--- src/hdl/lrcf_pkg.sv ---
// ----------------------------------------------------------------------------
// lrcf_pkg
// Types and constants shared by the led ring chase fader modules.
// ----------------------------------------------------------------------------
package lrcf_pkg;

   // field widths
   localparam int BRIGHT_W  = 17;   // brightness, unsigned Q9.8
   localparam int STEP_W    = 14;   // step, unsigned Q6.8
   localparam int GAIN_W    = 9;    // gain, 256 is unity
   localparam int LEVEL_W   = 16;   // pwm level
   localparam int TRIG_W    = 3;    // sound trigger count
   localparam int SQ_W      = 2 * BRIGHT_W;
   localparam int PROD_W    = SQ_W + GAIN_W;
   localparam int LVL_SHIFT = 24;

   // registers and reported leds
   localparam int NUM_GAINS = 6;
   localparam int NUM_OUT   = 6;
   localparam int CSR_IDX_W = 3;

   // brightness thresholds in Q9.8
   localparam logic [BRIGHT_W-1:0] PEAK_Q8    = 17'd65280;
   localparam logic [BRIGHT_W-1:0] RESTART_Q8 = 17'd32768;
   localparam logic [GAIN_W-1:0]   UNITY_GAIN = 9'd256;

   localparam logic [GAIN_W-1:0] GAIN_RESET [NUM_GAINS] =
      '{9'd256, 9'd256, 9'd64, 9'd256, 9'd256, 9'd64};

   // led direction
   typedef enum logic [1:0] {
      DIR_OFF  = 2'd0,
      DIR_RISE = 2'd1,
      DIR_FALL = 2'd2
   } dir_type;

   // one entry of the led state memory
   typedef struct packed {
      dir_type                dir;
      logic [BRIGHT_W-1:0]    bright;
   } led_entry_type;

   // tick sequencer
   typedef enum logic [1:0] {
      ST_IDLE,
      ST_RUN,
      ST_DRAIN,
      ST_SEND
   } state_type;

endpackage

--- src/hdl/lrcf_level.sv ---
// ----------------------------------------------------------------------------
// lrcf_level
// Two-stage level pipeline: squares the brightness, scales by the gain,
// drops 24 fraction bits and saturates to 16 bits.
// ----------------------------------------------------------------------------
module lrcf_level #(
   parameter int IDX_W = 3
) (
   input  logic                          clock,
   input  logic                          reset,
   input  logic                          in_vld,
   input  logic [IDX_W-1:0]              in_idx,
   input  logic [lrcf_pkg::BRIGHT_W-1:0] in_bright,
   input  logic [lrcf_pkg::GAIN_W-1:0]   in_gain,
   output logic                          out_vld,
   output logic [IDX_W-1:0]              out_idx,
   output logic [lrcf_pkg::LEVEL_W-1:0]  out_level
);

   logic                          sq_vld_ff;
   logic [IDX_W-1:0]              sq_idx_ff;
   logic [lrcf_pkg::SQ_W-1:0]     sq_ff;
   logic [lrcf_pkg::GAIN_W-1:0]   gain_ff;

   logic [lrcf_pkg::PROD_W-1:0]   prod;
   logic [lrcf_pkg::PROD_W-lrcf_pkg::LVL_SHIFT-1:0] prod_hi;
   logic [lrcf_pkg::LEVEL_W-1:0]  level_in;

   logic                          out_vld_ff;
   logic [IDX_W-1:0]              out_idx_ff;
   logic [lrcf_pkg::LEVEL_W-1:0]  out_level_ff;

   // valid tracking
   always_ff @(posedge clock) begin
      if (reset) begin
         sq_vld_ff  <= 1'b0;
         out_vld_ff <= 1'b0;
      end else begin
         sq_vld_ff  <= in_vld;
         out_vld_ff <= sq_vld_ff;
      end
   end

   // square stage
   always_ff @(posedge clock) begin
      sq_ff     <= lrcf_pkg::SQ_W'(in_bright) * lrcf_pkg::SQ_W'(in_bright);
      gain_ff   <= in_gain;
      sq_idx_ff <= in_idx;
   end

   // gain scale and saturation
   always_comb begin
      prod    = lrcf_pkg::PROD_W'(sq_ff) * lrcf_pkg::PROD_W'(gain_ff);
      prod_hi = prod[lrcf_pkg::PROD_W-1:lrcf_pkg::LVL_SHIFT];
      if (prod_hi > {{(lrcf_pkg::PROD_W-lrcf_pkg::LVL_SHIFT-lrcf_pkg::LEVEL_W){1'b0}},
                     {lrcf_pkg::LEVEL_W{1'b1}}}) begin
         level_in = {lrcf_pkg::LEVEL_W{1'b1}};
      end else begin
         level_in = prod_hi[lrcf_pkg::LEVEL_W-1:0];
      end
   end

   always_ff @(posedge clock) begin
      out_level_ff <= level_in;
      out_idx_ff   <= sq_idx_ff;
   end

   assign out_vld   = out_vld_ff;
   assign out_idx   = out_idx_ff;
   assign out_level = out_level_ff;

endmodule

--- src/hdl/led_ring_chase_fader_top.sv ---
// ----------------------------------------------------------------------------
// led_ring_chase_fader_top
// Ring chase fader: one tick per input word, one level word per tick.
// ----------------------------------------------------------------------------
// The led state lives in a small state memory with one read port and one
// write port. It is walked one led per cycle in index order, read-modify-write,
// followed by a two-stage square and gain pipeline. A finished result waits in
// the output register, so the next tick is accepted while it is still held.
// The state memory needs no clearing pass: per-entry valid bits make unwritten
// entries read as their reset value.
module led_ring_chase_fader_top #(
   parameter int NUM_LEDS = 6
) (
   input  logic                           clock,
   input  logic                           reset,
   // request channel
   input  logic                           req_valid,
   output logic                           req_stall,
   input  logic [lrcf_pkg::STEP_W-1:0]    req_base_step,
   input  logic [lrcf_pkg::STEP_W-1:0]    req_override_step,
   // response channel
   output logic                           rsp_valid,
   input  logic                           rsp_stall,
   output logic [lrcf_pkg::LEVEL_W-1:0]   rsp_level0,
   output logic [lrcf_pkg::LEVEL_W-1:0]   rsp_level1,
   output logic [lrcf_pkg::LEVEL_W-1:0]   rsp_level2,
   output logic [lrcf_pkg::LEVEL_W-1:0]   rsp_level3,
   output logic [lrcf_pkg::LEVEL_W-1:0]   rsp_level4,
   output logic [lrcf_pkg::LEVEL_W-1:0]   rsp_level5,
   output logic [lrcf_pkg::TRIG_W-1:0]    rsp_sound_triggers,
   // register write port
   input  logic                           csr_write_en,
   input  logic [lrcf_pkg::CSR_IDX_W-1:0] csr_index,
   input  logic [lrcf_pkg::GAIN_W-1:0]    csr_wdata
);

   localparam int IDX_W = (NUM_LEDS > 1) ? $clog2(NUM_LEDS) : 1;
   localparam logic [IDX_W-1:0] LAST_IDX = IDX_W'(NUM_LEDS - 1);

   // sequencer
   lrcf_pkg::state_type state_ff, state_in;
   logic req_accept;
   logic rsp_accept;
   logic rd_en;
   logic rsp_load;
   logic last_done;

   // registers
   logic [lrcf_pkg::GAIN_W-1:0] gain_ff [lrcf_pkg::NUM_GAINS];

   // tick context
   logic [lrcf_pkg::STEP_W-1:0] step_ff;
   logic [lrcf_pkg::TRIG_W-1:0] trig_ff;
   logic [IDX_W-1:0]            rd_idx_ff;
   logic                        rise_next_ff, rise_next_in;

   // state memory
   lrcf_pkg::led_entry_type mem [NUM_LEDS];
   lrcf_pkg::led_entry_type mem_q_ff;
   logic [NUM_LEDS-1:0]     entry_vld_ff;
   logic                    ent_vld_ff;
   logic                    s1_vld_ff;
   logic [IDX_W-1:0]        s1_idx_ff;

   // modify stage
   lrcf_pkg::led_entry_type  ent;
   lrcf_pkg::led_entry_type  ent_new;
   lrcf_pkg::dir_type        dir_eff;
   lrcf_pkg::dir_type        mid_dir;
   logic [lrcf_pkg::BRIGHT_W:0]   sum;
   logic [lrcf_pkg::BRIGHT_W-1:0] mid_b;
   logic [lrcf_pkg::BRIGHT_W-1:0] down;
   logic                          peak;

   // level stage
   logic                          s2_vld_ff;
   logic [IDX_W-1:0]              s2_idx_ff;
   logic [lrcf_pkg::BRIGHT_W-1:0] s2_b_ff;
   logic [lrcf_pkg::GAIN_W-1:0]   gain_sel;
   logic                          lv_vld;
   logic [IDX_W-1:0]              lv_idx;
   logic [lrcf_pkg::LEVEL_W-1:0]  lv_level;
   logic [lrcf_pkg::LEVEL_W-1:0]  lvl_ff [lrcf_pkg::NUM_OUT];

   // output register
   logic                          rsp_valid_ff;
   logic [lrcf_pkg::LEVEL_W-1:0]  rsp_lvl_ff [lrcf_pkg::NUM_OUT];
   logic [lrcf_pkg::TRIG_W-1:0]   rsp_trig_ff;

   assign req_accept = req_valid && !req_stall;
   assign rsp_accept = rsp_valid_ff && !rsp_stall;
   assign last_done  = lv_vld && (lv_idx == LAST_IDX);

   // state register
   always_ff @(posedge clock) begin
      if (reset) begin
         state_ff <= lrcf_pkg::ST_IDLE;
      end else begin
         state_ff <= state_in;
      end
   end

   // next state and control
   always_comb begin
      state_in  = state_ff;
      req_stall = 1'b1;
      rd_en     = 1'b0;
      rsp_load  = 1'b0;
      unique case (state_ff)
         lrcf_pkg::ST_IDLE: begin
            req_stall = reset;
            if (req_valid && !reset) begin
               state_in = lrcf_pkg::ST_RUN;
            end
         end
         lrcf_pkg::ST_RUN: begin
            rd_en = 1'b1;
            if (rd_idx_ff == LAST_IDX) begin
               state_in = lrcf_pkg::ST_DRAIN;
            end
         end
         lrcf_pkg::ST_DRAIN: begin
            if (last_done) begin
               state_in = lrcf_pkg::ST_SEND;
            end
         end
         lrcf_pkg::ST_SEND: begin
            if (!rsp_valid_ff || !rsp_stall) begin
               rsp_load = 1'b1;
               state_in = lrcf_pkg::ST_IDLE;
            end
         end
         default: begin
            state_in = lrcf_pkg::ST_IDLE;
         end
      endcase
   end

   // gain registers
   always_ff @(posedge clock) begin
      if (reset) begin
         for (int i = 0; i < lrcf_pkg::NUM_GAINS; i++) begin
            gain_ff[i] <= lrcf_pkg::GAIN_RESET[i];
         end
      end else if (csr_write_en &&
                   (csr_index < lrcf_pkg::CSR_IDX_W'(lrcf_pkg::NUM_GAINS))) begin
         gain_ff[csr_index] <= csr_wdata;
      end
   end

   // step select, read walk and trigger count
   always_ff @(posedge clock) begin
      if (reset) begin
         rd_idx_ff    <= '0;
         trig_ff      <= '0;
         rise_next_ff <= 1'b0;
      end else begin
         rise_next_ff <= rise_next_in;
         if (req_accept) begin
            rd_idx_ff <= '0;
            trig_ff   <= '0;
         end else begin
            if (rd_en) begin
               rd_idx_ff <= rd_idx_ff + IDX_W'(1);
            end
            if (s1_vld_ff && peak && (trig_ff != {lrcf_pkg::TRIG_W{1'b1}})) begin
               trig_ff <= trig_ff + lrcf_pkg::TRIG_W'(1);
            end
         end
      end
   end

   always_ff @(posedge clock) begin
      if (req_accept) begin
         step_ff <= (req_override_step != '0) ? req_override_step : req_base_step;
      end
   end

   // state memory read port
   always_ff @(posedge clock) begin
      if (rd_en) begin
         mem_q_ff   <= mem[rd_idx_ff];
         ent_vld_ff <= entry_vld_ff[rd_idx_ff];
      end
      s1_idx_ff <= rd_idx_ff;
   end

   // state memory write port
   always_ff @(posedge clock) begin
      if (s1_vld_ff) begin
         mem[s1_idx_ff] <= ent_new;
      end
   end

   always_ff @(posedge clock) begin
      if (reset) begin
         entry_vld_ff <= '0;
         s1_vld_ff    <= 1'b0;
         s2_vld_ff    <= 1'b0;
      end else begin
         s1_vld_ff <= rd_en;
         s2_vld_ff <= s1_vld_ff;
         if (s1_vld_ff) begin
            entry_vld_ff[s1_idx_ff] <= 1'b1;
         end
      end
   end

   // modify: rise, peak handoff, fall and clamp
   always_comb begin
      if (ent_vld_ff) begin
         ent = mem_q_ff;
      end else begin
         ent.bright = '0;
         ent.dir    = (s1_idx_ff == '0) ? lrcf_pkg::DIR_RISE : lrcf_pkg::DIR_OFF;
      end
      dir_eff = rise_next_ff ? lrcf_pkg::DIR_RISE : ent.dir;
      sum     = {1'b0, ent.bright} + (lrcf_pkg::BRIGHT_W + 1)'(step_ff);
      down    = {{(lrcf_pkg::BRIGHT_W - lrcf_pkg::STEP_W - 1){1'b0}}, step_ff, 1'b0};
      peak    = (dir_eff == lrcf_pkg::DIR_RISE) &&
                (sum > {1'b0, lrcf_pkg::PEAK_Q8});
      if (peak) begin
         mid_b   = lrcf_pkg::RESTART_Q8;
         mid_dir = lrcf_pkg::DIR_FALL;
      end else if (dir_eff == lrcf_pkg::DIR_RISE) begin
         mid_b   = sum[lrcf_pkg::BRIGHT_W-1:0];
         mid_dir = lrcf_pkg::DIR_RISE;
      end else begin
         mid_b   = ent.bright;
         mid_dir = dir_eff;
      end
      ent_new.bright = mid_b;
      ent_new.dir    = mid_dir;
      if (mid_dir == lrcf_pkg::DIR_FALL) begin
         if (down >= mid_b) begin
            ent_new.bright = '0;
            ent_new.dir    = lrcf_pkg::DIR_OFF;
         end else begin
            ent_new.bright = mid_b - down;
         end
      end
      // rising handoff carries to the next led, and across the wrap to the next tick
      rise_next_in = s1_vld_ff ? peak : rise_next_ff;
   end

   always_ff @(posedge clock) begin
      s2_b_ff   <= ent_new.bright;
      s2_idx_ff <= s1_idx_ff;
   end

   // gain for the led in the level pipeline
   always_comb begin
      gain_sel = lrcf_pkg::UNITY_GAIN;
      for (int i = 0; i < NUM_LEDS; i++) begin
         if ((i < lrcf_pkg::NUM_GAINS) && (s2_idx_ff == IDX_W'(i))) begin
            gain_sel = gain_ff[i % lrcf_pkg::NUM_GAINS];
         end
      end
   end

   lrcf_level #(
      .IDX_W (IDX_W)
   ) u_level (
      .clock     (clock),
      .reset     (reset),
      .in_vld    (s2_vld_ff),
      .in_idx    (s2_idx_ff),
      .in_bright (s2_b_ff),
      .in_gain   (gain_sel),
      .out_vld   (lv_vld),
      .out_idx   (lv_idx),
      .out_level (lv_level)
   );

   // per-led level collection, absent leds read zero
   for (genvar g = 0; g < lrcf_pkg::NUM_OUT; g++) begin : g_lvl
      if (g < NUM_LEDS) begin : g_used
         always_ff @(posedge clock) begin
            if (lv_vld && (lv_idx == IDX_W'(g))) begin
               lvl_ff[g] <= lv_level;
            end
         end
      end else begin : g_absent
         assign lvl_ff[g] = '0;
      end
   end

   // output register
   always_ff @(posedge clock) begin
      if (reset) begin
         rsp_valid_ff <= 1'b0;
      end else if (rsp_load) begin
         rsp_valid_ff <= 1'b1;
      end else if (rsp_accept) begin
         rsp_valid_ff <= 1'b0;
      end
   end

   always_ff @(posedge clock) begin
      if (rsp_load) begin
         for (int i = 0; i < lrcf_pkg::NUM_OUT; i++) begin
            rsp_lvl_ff[i] <= lvl_ff[i];
         end
         rsp_trig_ff <= trig_ff;
      end
   end

   assign rsp_valid          = rsp_valid_ff;
   assign rsp_level0         = rsp_lvl_ff[0];
   assign rsp_level1         = rsp_lvl_ff[1];
   assign rsp_level2         = rsp_lvl_ff[2];
   assign rsp_level3         = rsp_lvl_ff[3];
   assign rsp_level4         = rsp_lvl_ff[4];
   assign rsp_level5         = rsp_lvl_ff[5];
   assign rsp_sound_triggers = rsp_trig_ff;

endmodule

--- config.mk ---
export PLATFORM = sky130hd
export DESIGN_NAME = led_ring_chase_fader_top
export DESIGN_NICKNAME = d
export VERILOG_FILES = /design/src/hdl/lrcf_pkg.sv /design/src/hdl/lrcf_level.sv /design/src/hdl/led_ring_chase_fader_top.sv
export SDC_FILE = /design/constraint.sdc
export NUM_CORES = 2
export LEC_CHECK = 0
export ABC_AREA = 0
export BUFFER_PORTS_ARGS = -buffer_cell sky130_fd_sc_hd__buf_2
export CELL_PAD_IN_SITES_DETAIL_PLACEMENT = 1
export CELL_PAD_IN_SITES_GLOBAL_PLACEMENT = 1
export CORE_ASPECT_RATIO = 0.5
export CORE_MARGIN = 2
export CORE_UTILIZATION = 30
export DETAILED_ROUTE_END_ITERATION = 10
export PLACE_DENSITY_LB_ADDON = 0.15
export RECOVER_POWER = 25
export SKIP_LAST_GASP = 1
export SYNTH_ARGS = -nofsm -noshare
export SYNTH_HDL_FRONTEND = slang
export SYNTH_SLANG_ARGS = --single-unit
--- constraint.sdc ---
create_clock -name clock -period 12.5 [get_ports clock]
set_clock_uncertainty 0.1 [all_clocks]
set_input_delay 1.25 -clock clock [delete_from_list [all_inputs] [get_ports clock]]
set_output_delay 1.25 -clock clock [all_outputs]
set_load 0.01 [all_outputs]
; ---- Word level (Yosys, flattened, before mapping)
; Memories as Yosys holds them, arrays and structs flattened. A register that Yosys moved wholly into a read port is not among the register bits.
; Cells that the tools add are included.
[classes]
addsub = 4
n_mul = 2
n_lt_le_gt_ge = 7
eq_ne = 21
mux = 71
bitwise = 1
n_reduce_logical = 33
[op_table]
columns = op, n
row1 = $mux W16, 5
row2 = $reduce_or A16 Y1, 5
row3 = $mux W9, 7
row4 = $mux W17, 3
row5 = $mul A34 B9 Y43, 1
row6 = $mux W19, 2
row7 = $mux W1, 36
row8 = $mul A17 B17 Y34, 1
row9 = $gt A19 B16 Y1 const B, 1
row10 = $add A17 B14 Y18, 1
row11 = $gt A18 B16 Y1 const B, 1
row12 = $mux W3, 6
row13 = $ge A15 B17 Y1, 1
row14 = $sub A17 B15 Y17, 1
row15 = $mux W2, 8
row16 = $eq A3 B3 Y1 const B, 5
row17 = $logic_and A1 B1 Y1, 14
row18 = $mux W14, 1
row19 = $reduce_bool A14 Y1, 1
row20 = $eq A3 B2 Y1 const B, 4
row21 = $logic_not A3 Y1, 3
row22 = $reduce_or A9 Y1, 1
row23 = $lt A3 B4 Y1 const B, 2
row24 = $ne A2 B2 Y1 const B, 4
row25 = 17 further kinds, 25
[word_totals]
ff_bits = 126
mem_bits_rw = 360
inputBits = 45
word_cells = 164
mem_count = 4
[memory_table]
columns = name, words, width, read_ports, rd_ports_with_merged_regs, write_ports, line
row1 = mem, 6, 19, 1, 1, 1, led_ring_chase_fader_top.sv:58  ; lrcf_pkg::led_entry_type mem [NUM_LEDS];
row2 = lvl_ff, 6, 16, 6, 0, 1, led_ring_chase_fader_top.sv:83  ; logic [lrcf_pkg::LEVEL_W-1:0] lvl_ff [lrcf_pkg::NUM_OUT];
row3 = rsp_lvl_ff, 6, 16, 6, 0, 6, led_ring_chase_fader_top.sv:87  ; logic [lrcf_pkg::LEVEL_W-1:0] rsp_lvl_ff [lrcf_pkg::NUM_OUT];
row4 = gain_ff, 6, 9, 6, 0, 6, led_ring_chase_fader_top.sv:49  ; logic [lrcf_pkg::GAIN_W-1:0] gain_ff [lrcf_pkg::NUM_GAINS];

; ---- Logic depth before layout (Yosys ltp)
[depth]
ltp_word = 10
depth_mapped = 30
mapped_depth_nobuf = 25

; ---- By module
; Synthesis repeated with hierarchy kept, for this count alone.
[unflattened]
cells_unflattened = 3155
hier_area_um2 = 36052.1
[by_module_without_submodules]
columns = module, n_inst, cells_per_inst, area_each_um2, seq_area_each_um2
row1 = lrcf_level, 1, 1989, 18255.0, 1321.3
row2 = led_ring_chase_fader_top, 1, 1166, 17797.1, 12742.2

; ---- Least setup slack after synthesis
; Ideal clock, no wire load.
[synth_timing]
path_type = input port to flip-flop
startpoint = input port rsp_stall
endpoint = memory rsp_lvl_ff[0][0] (netlist bit), enable pin
t_arrival_ns = 8.426
required_ns = 11.693
path_slack_ns = 3.268
cell_stages = 1
path_buffers = 0
path_cell_list = a21boi_0
[synth_lines]
columns = item, line
row1 = from (decl), led_ring_chase_fader_top.sv:23  ; input logic rsp_stall,
row2 = to (decl), led_ring_chase_fader_top.sv:87

==> impl.org <==
** Status
- Result of the run :: complete, but fails checks
- Violated checks :: capacitance limit, slew limit

** Drt
- Pre-antenna DRT Iters :: 7
- The final layout contains routed wiring with a total length of between 80 and 90 mm.
- In the final routed layout, each cell accounts on average for ~18 µm.
- DR vias/cell :: about 4.5
- The detail route stage leaves a number of antenna-violating nets equal to 0.
- The first routing iteration left between 800 and 900 violations.
- Number of vias in the routed layout :: between 20,000 and 25,000
- In the routed design, unresolved DRC markers number 0.

** Clock network
- Number of buffers inserted by hold repair at cts :: 0
- The number of clock buffers added by TritonCTS is 50.
- TritonCTS built the clock tree.
- # resized after CTS :: 0
- Latest clock arrival within the worst-skew pair :: 0.65 ns
- Max H-tree Level :: 2
- In this run the clock root is driven by a sky130_fd_sc_hd__clkbuf_16.
- Counting every sink on the clock net gives between 500 and 600.
- Counting along the longest clock path gives a buffer depth of 3.
- Buffers added to address setup during post-CTS repair amount to 0.
- After clock tree synthesis, the clock-pin slew on the worst setup and hold paths is approximately 0.070 ns.

** Yosys
- Gate count of the mapped netlist :: 3,035
- Ys flop type :: sky130_fd_sc_hd__edfxtp_1
- In this run the mean area of a mapped cell was around 12 µm².
- Share of flip-flops with an asynchronous set or reset after synthesis :: 0%
- Area share of the largest cell type after synthesis :: approximately 34%
- Yosys mapped the design onto 74 distinct sky130hd cell types.
- The synthesized netlist occupies a cell area of 35,100 µm².
- Yosys mapped a number of flops with a built-in enable equal to roughly 400.
- Cell accounting for the most synthesized area :: sky130_fd_sc_hd__edfxtp_1
- For this run, the number of Yosys warnings is 0.
- In the post-synthesis netlist, the biggest area contributors are sky130_fd_sc_hd__edfxtp_1 34%, sky130_fd_sc_hd__fa_1 24%, sky130_fd_sc_hd__ha_1 7.3%.
- Sequential share of the synthesized area :: roughly two fifths
- The synthesized design contains 504 register bits.

** Global routing
- The number of antenna violations at the first check in global routing was 2.
- After global routing the overflow that remains totals 0.
- Wire length of the first global-routing pass :: 138 mm
- Pin count of the biggest net entering global routing :: 64
- Global Route Usage Sum :: around 15%
- The via count of the first global-routing pass is approximately 24,000.

** Floorplanning
- The floorplan has between 80 and 90 rows.
- From bottom edge to top edge, the die measures approximately 250 µm.
- The initial utilization of the core area, before any placement, comes to between 30% and 40%.
- The floorplan step defined a die boundary enclosing between 100,000 and 150,000 µm².
- Count of pins on the block boundary :: roughly 150
- Floorplan die width :: around 500 µm
- Core area :: about 120,000 µm²

** Worst setup path
- The largest individual stage delay along the critical path comes from the cell sky130_fd_sc_hd__o32ai_1.
- Required time reported for the critical path endpoint :: approximately 13 ns
- Kind of end point of the critical path :: register
- The setup path with the least slack is of type register to register.
- Dominant delay contributor by cell family on the critical path :: compound AO/OA/AOI/OAI gates
- On the worst path, the slowest cell contributes a delay of between 0.8 and 0.9 ns.
- Critical path startpoint category :: register
- Of all nets on the critical path, the largest fanout is 29.
- Sum of buffers and inverters on the critical path :: 2
- At the worst endpoint, the arrival time is around 7.2 ns.
- In this run the register-to-register setup slack is around 5.5 ns.

** Timing
- Of the available clock period, the critical path in the final layout requires between 50% and 60%.
- The hold violation total from the final report is 0.
- Setup violations remaining at the end of the flow were counted as 0.
- At the pin with the least slew margin, the transition time is 1.86 ns.
- Achievable clock frequency :: around 140 MHz
- RSZ-0062 raised after global routing :: false
- The number of pins with negative max-slew slack in the final report is 127.
- Final worst path period need :: 7.01 ns
- Relative slew slack :: -23.7%
- Final sum of negative setup slack :: 0 ns

** Placed design
- Routability-driven placement finished with a final weighted congestion of 0.788.
- Hpwl dp :: between 60 and 70 mm
- Buffers on Ports :: about 150

** Finish
- Of the cells placed in the final design, the portion with a size suffix greater than 1 is 9.71%.
- Leaving out fill and tap cells, the most frequent cell in the layout is sky130_fd_sc_hd__inv_1.
- Compared with the post-synthesis result, the final layout area differs by 12.2%.
- The layout has 12,618 filler cells.
- Commonest non-fill, non-tap cells in the layout :: 531 x sky130_fd_sc_hd__inv_1, 413 x sky130_fd_sc_hd__fa_1, 397 x sky130_fd_sc_hd__edfxtp_1, 280 x sky130_fd_sc_hd__nand2_1, 242 x sky130_fd_sc_hd__and2_1
- Final net count :: approximately 3,800

** Min path
- The path class of the tightest hold or removal check is register to register.

** Flow run
- Max Cap Viol :: 5
## state kept, by name (all words and copies together) (netlist names), 6 cells and up
name	cells
mem	114
lvl_ff	96
rsp_lvl_ff	96
gain_ff	54
u_level.sq_ff	33
mem_q_ff	19
s2_b_ff	17
u_level.out_level	16
step_ff	14
u_level.gain_ff	9
entry_vld_ff	6
## through the flow
step / util, % / hold slack, ns / setup slack [ns] / instances / area [µm²]
detailed placement: 32.6 / 0.215 / 5.38 / 4649 / 37700
global route: 34.0 / 0.241 / 4.77 / 4744 / 39300
global placement: 32.6 / 0.215 / 5.64 / 4649 / 37700
finish: 34.0 / 0.228 / 5.49 / 4744 / 39300
CTS: 34.0 / 0.229 / 5.38 / 4743 / 39400
floorplan: - / 0.210 / 3.27 / 3037 / 35100
## metal layers
layer | vias up | track usage (%) | routed length (µm)
met5 | - | 0 | 0
met4 | 0 | 2.51 | 1170
met3 | 80 | 1.75 | 2140
met2 | 228 | 23.3 | 38500
met1 | 11099 | 21.8 | 45000
li1 | 10131 | - | -
## cell usage after synthesis, drive strengths merged (8+ instances only)
| cell type | n |
|---|---|
| or2 | 8 |
| o22ai | 15 |
| nand3 | 32 |
| and2 | 242 |
| a21o | 53 |
| xor2 | 32 |
| nor2b | 18 |
| nor4 | 9 |
| mux4 | 23 |
| a211oi | 14 |
| a31oi | 16 |
| nand2b | 19 |
| o21a | 10 |
| ha | 205 |
| o211ai | 10 |
| nor3 | 18 |
| and3 | 11 |
| dfxtp | 107 |
| edfxtp | 397 |
| a21oi | 83 |
| xnor2 | 45 |
| mux2i | 37 |
| nand2 | 280 |
| buf | 12 |
| nand4 | 9 |
| o21ai | 51 |
| clkbuf | 86 |
| nor2 | 147 |
| fa | 413 |
| inv | 532 |
| a21boi | 18 |
## worst paths after layout
kind,from,to,cells after the start
max,ent_vld_ff$_DFFE_PP_,mem[3][5]$_DFFE_PP_,25
min reg2reg,u_level.sq_idx_ff[1]$_DFF_P_,u_level.out_idx[1]$_DFF_P_,0
max reg2reg,ent_vld_ff$_DFFE_PP_,mem[3][5]$_DFFE_PP_,25
min,u_level.sq_idx_ff[1]$_DFF_P_,u_level.out_idx[1]$_DFF_P_,0
## cell families (layout without fill, tap and decap cells)
kind of cell	after synthesis	in the layout	synth area share [%]
flops	504	504	40.1
buf+inv	630	806	6.79
compound gates	325	325	6.19
xor+xnor	77	77	1.92
mux	64	64	2.66
other cells	2	5	0.0214
fa+ha+maj	618	618	30.9
simple gates	815	815	11.4
## final cells by class
| cell class | instances | area (µm²) | area share [%] |
|---|---|---|---|
| Antenna cell | 1 | 2.50 | 0.00636 |
| Clock buffer | 70 | 1440 | 3.66 |
| Clock inverter | 24 | 251 | 0.640 |
| Inverter | 532 | 2000 | 5.08 |
| Multi-Input combinational cell | 1903 | 18700 | 47.5 |
| Sequential cell | 504 | 14100 | 35.8 |
| Tap cell | 1530 | 1910 | 4.87 |
| Timing Repair Buffer | 180 | 957 | 2.43 |
Power is not shown: default switching activity piles up to over one toggle a cycle in this logic, so the estimate is an artifact.
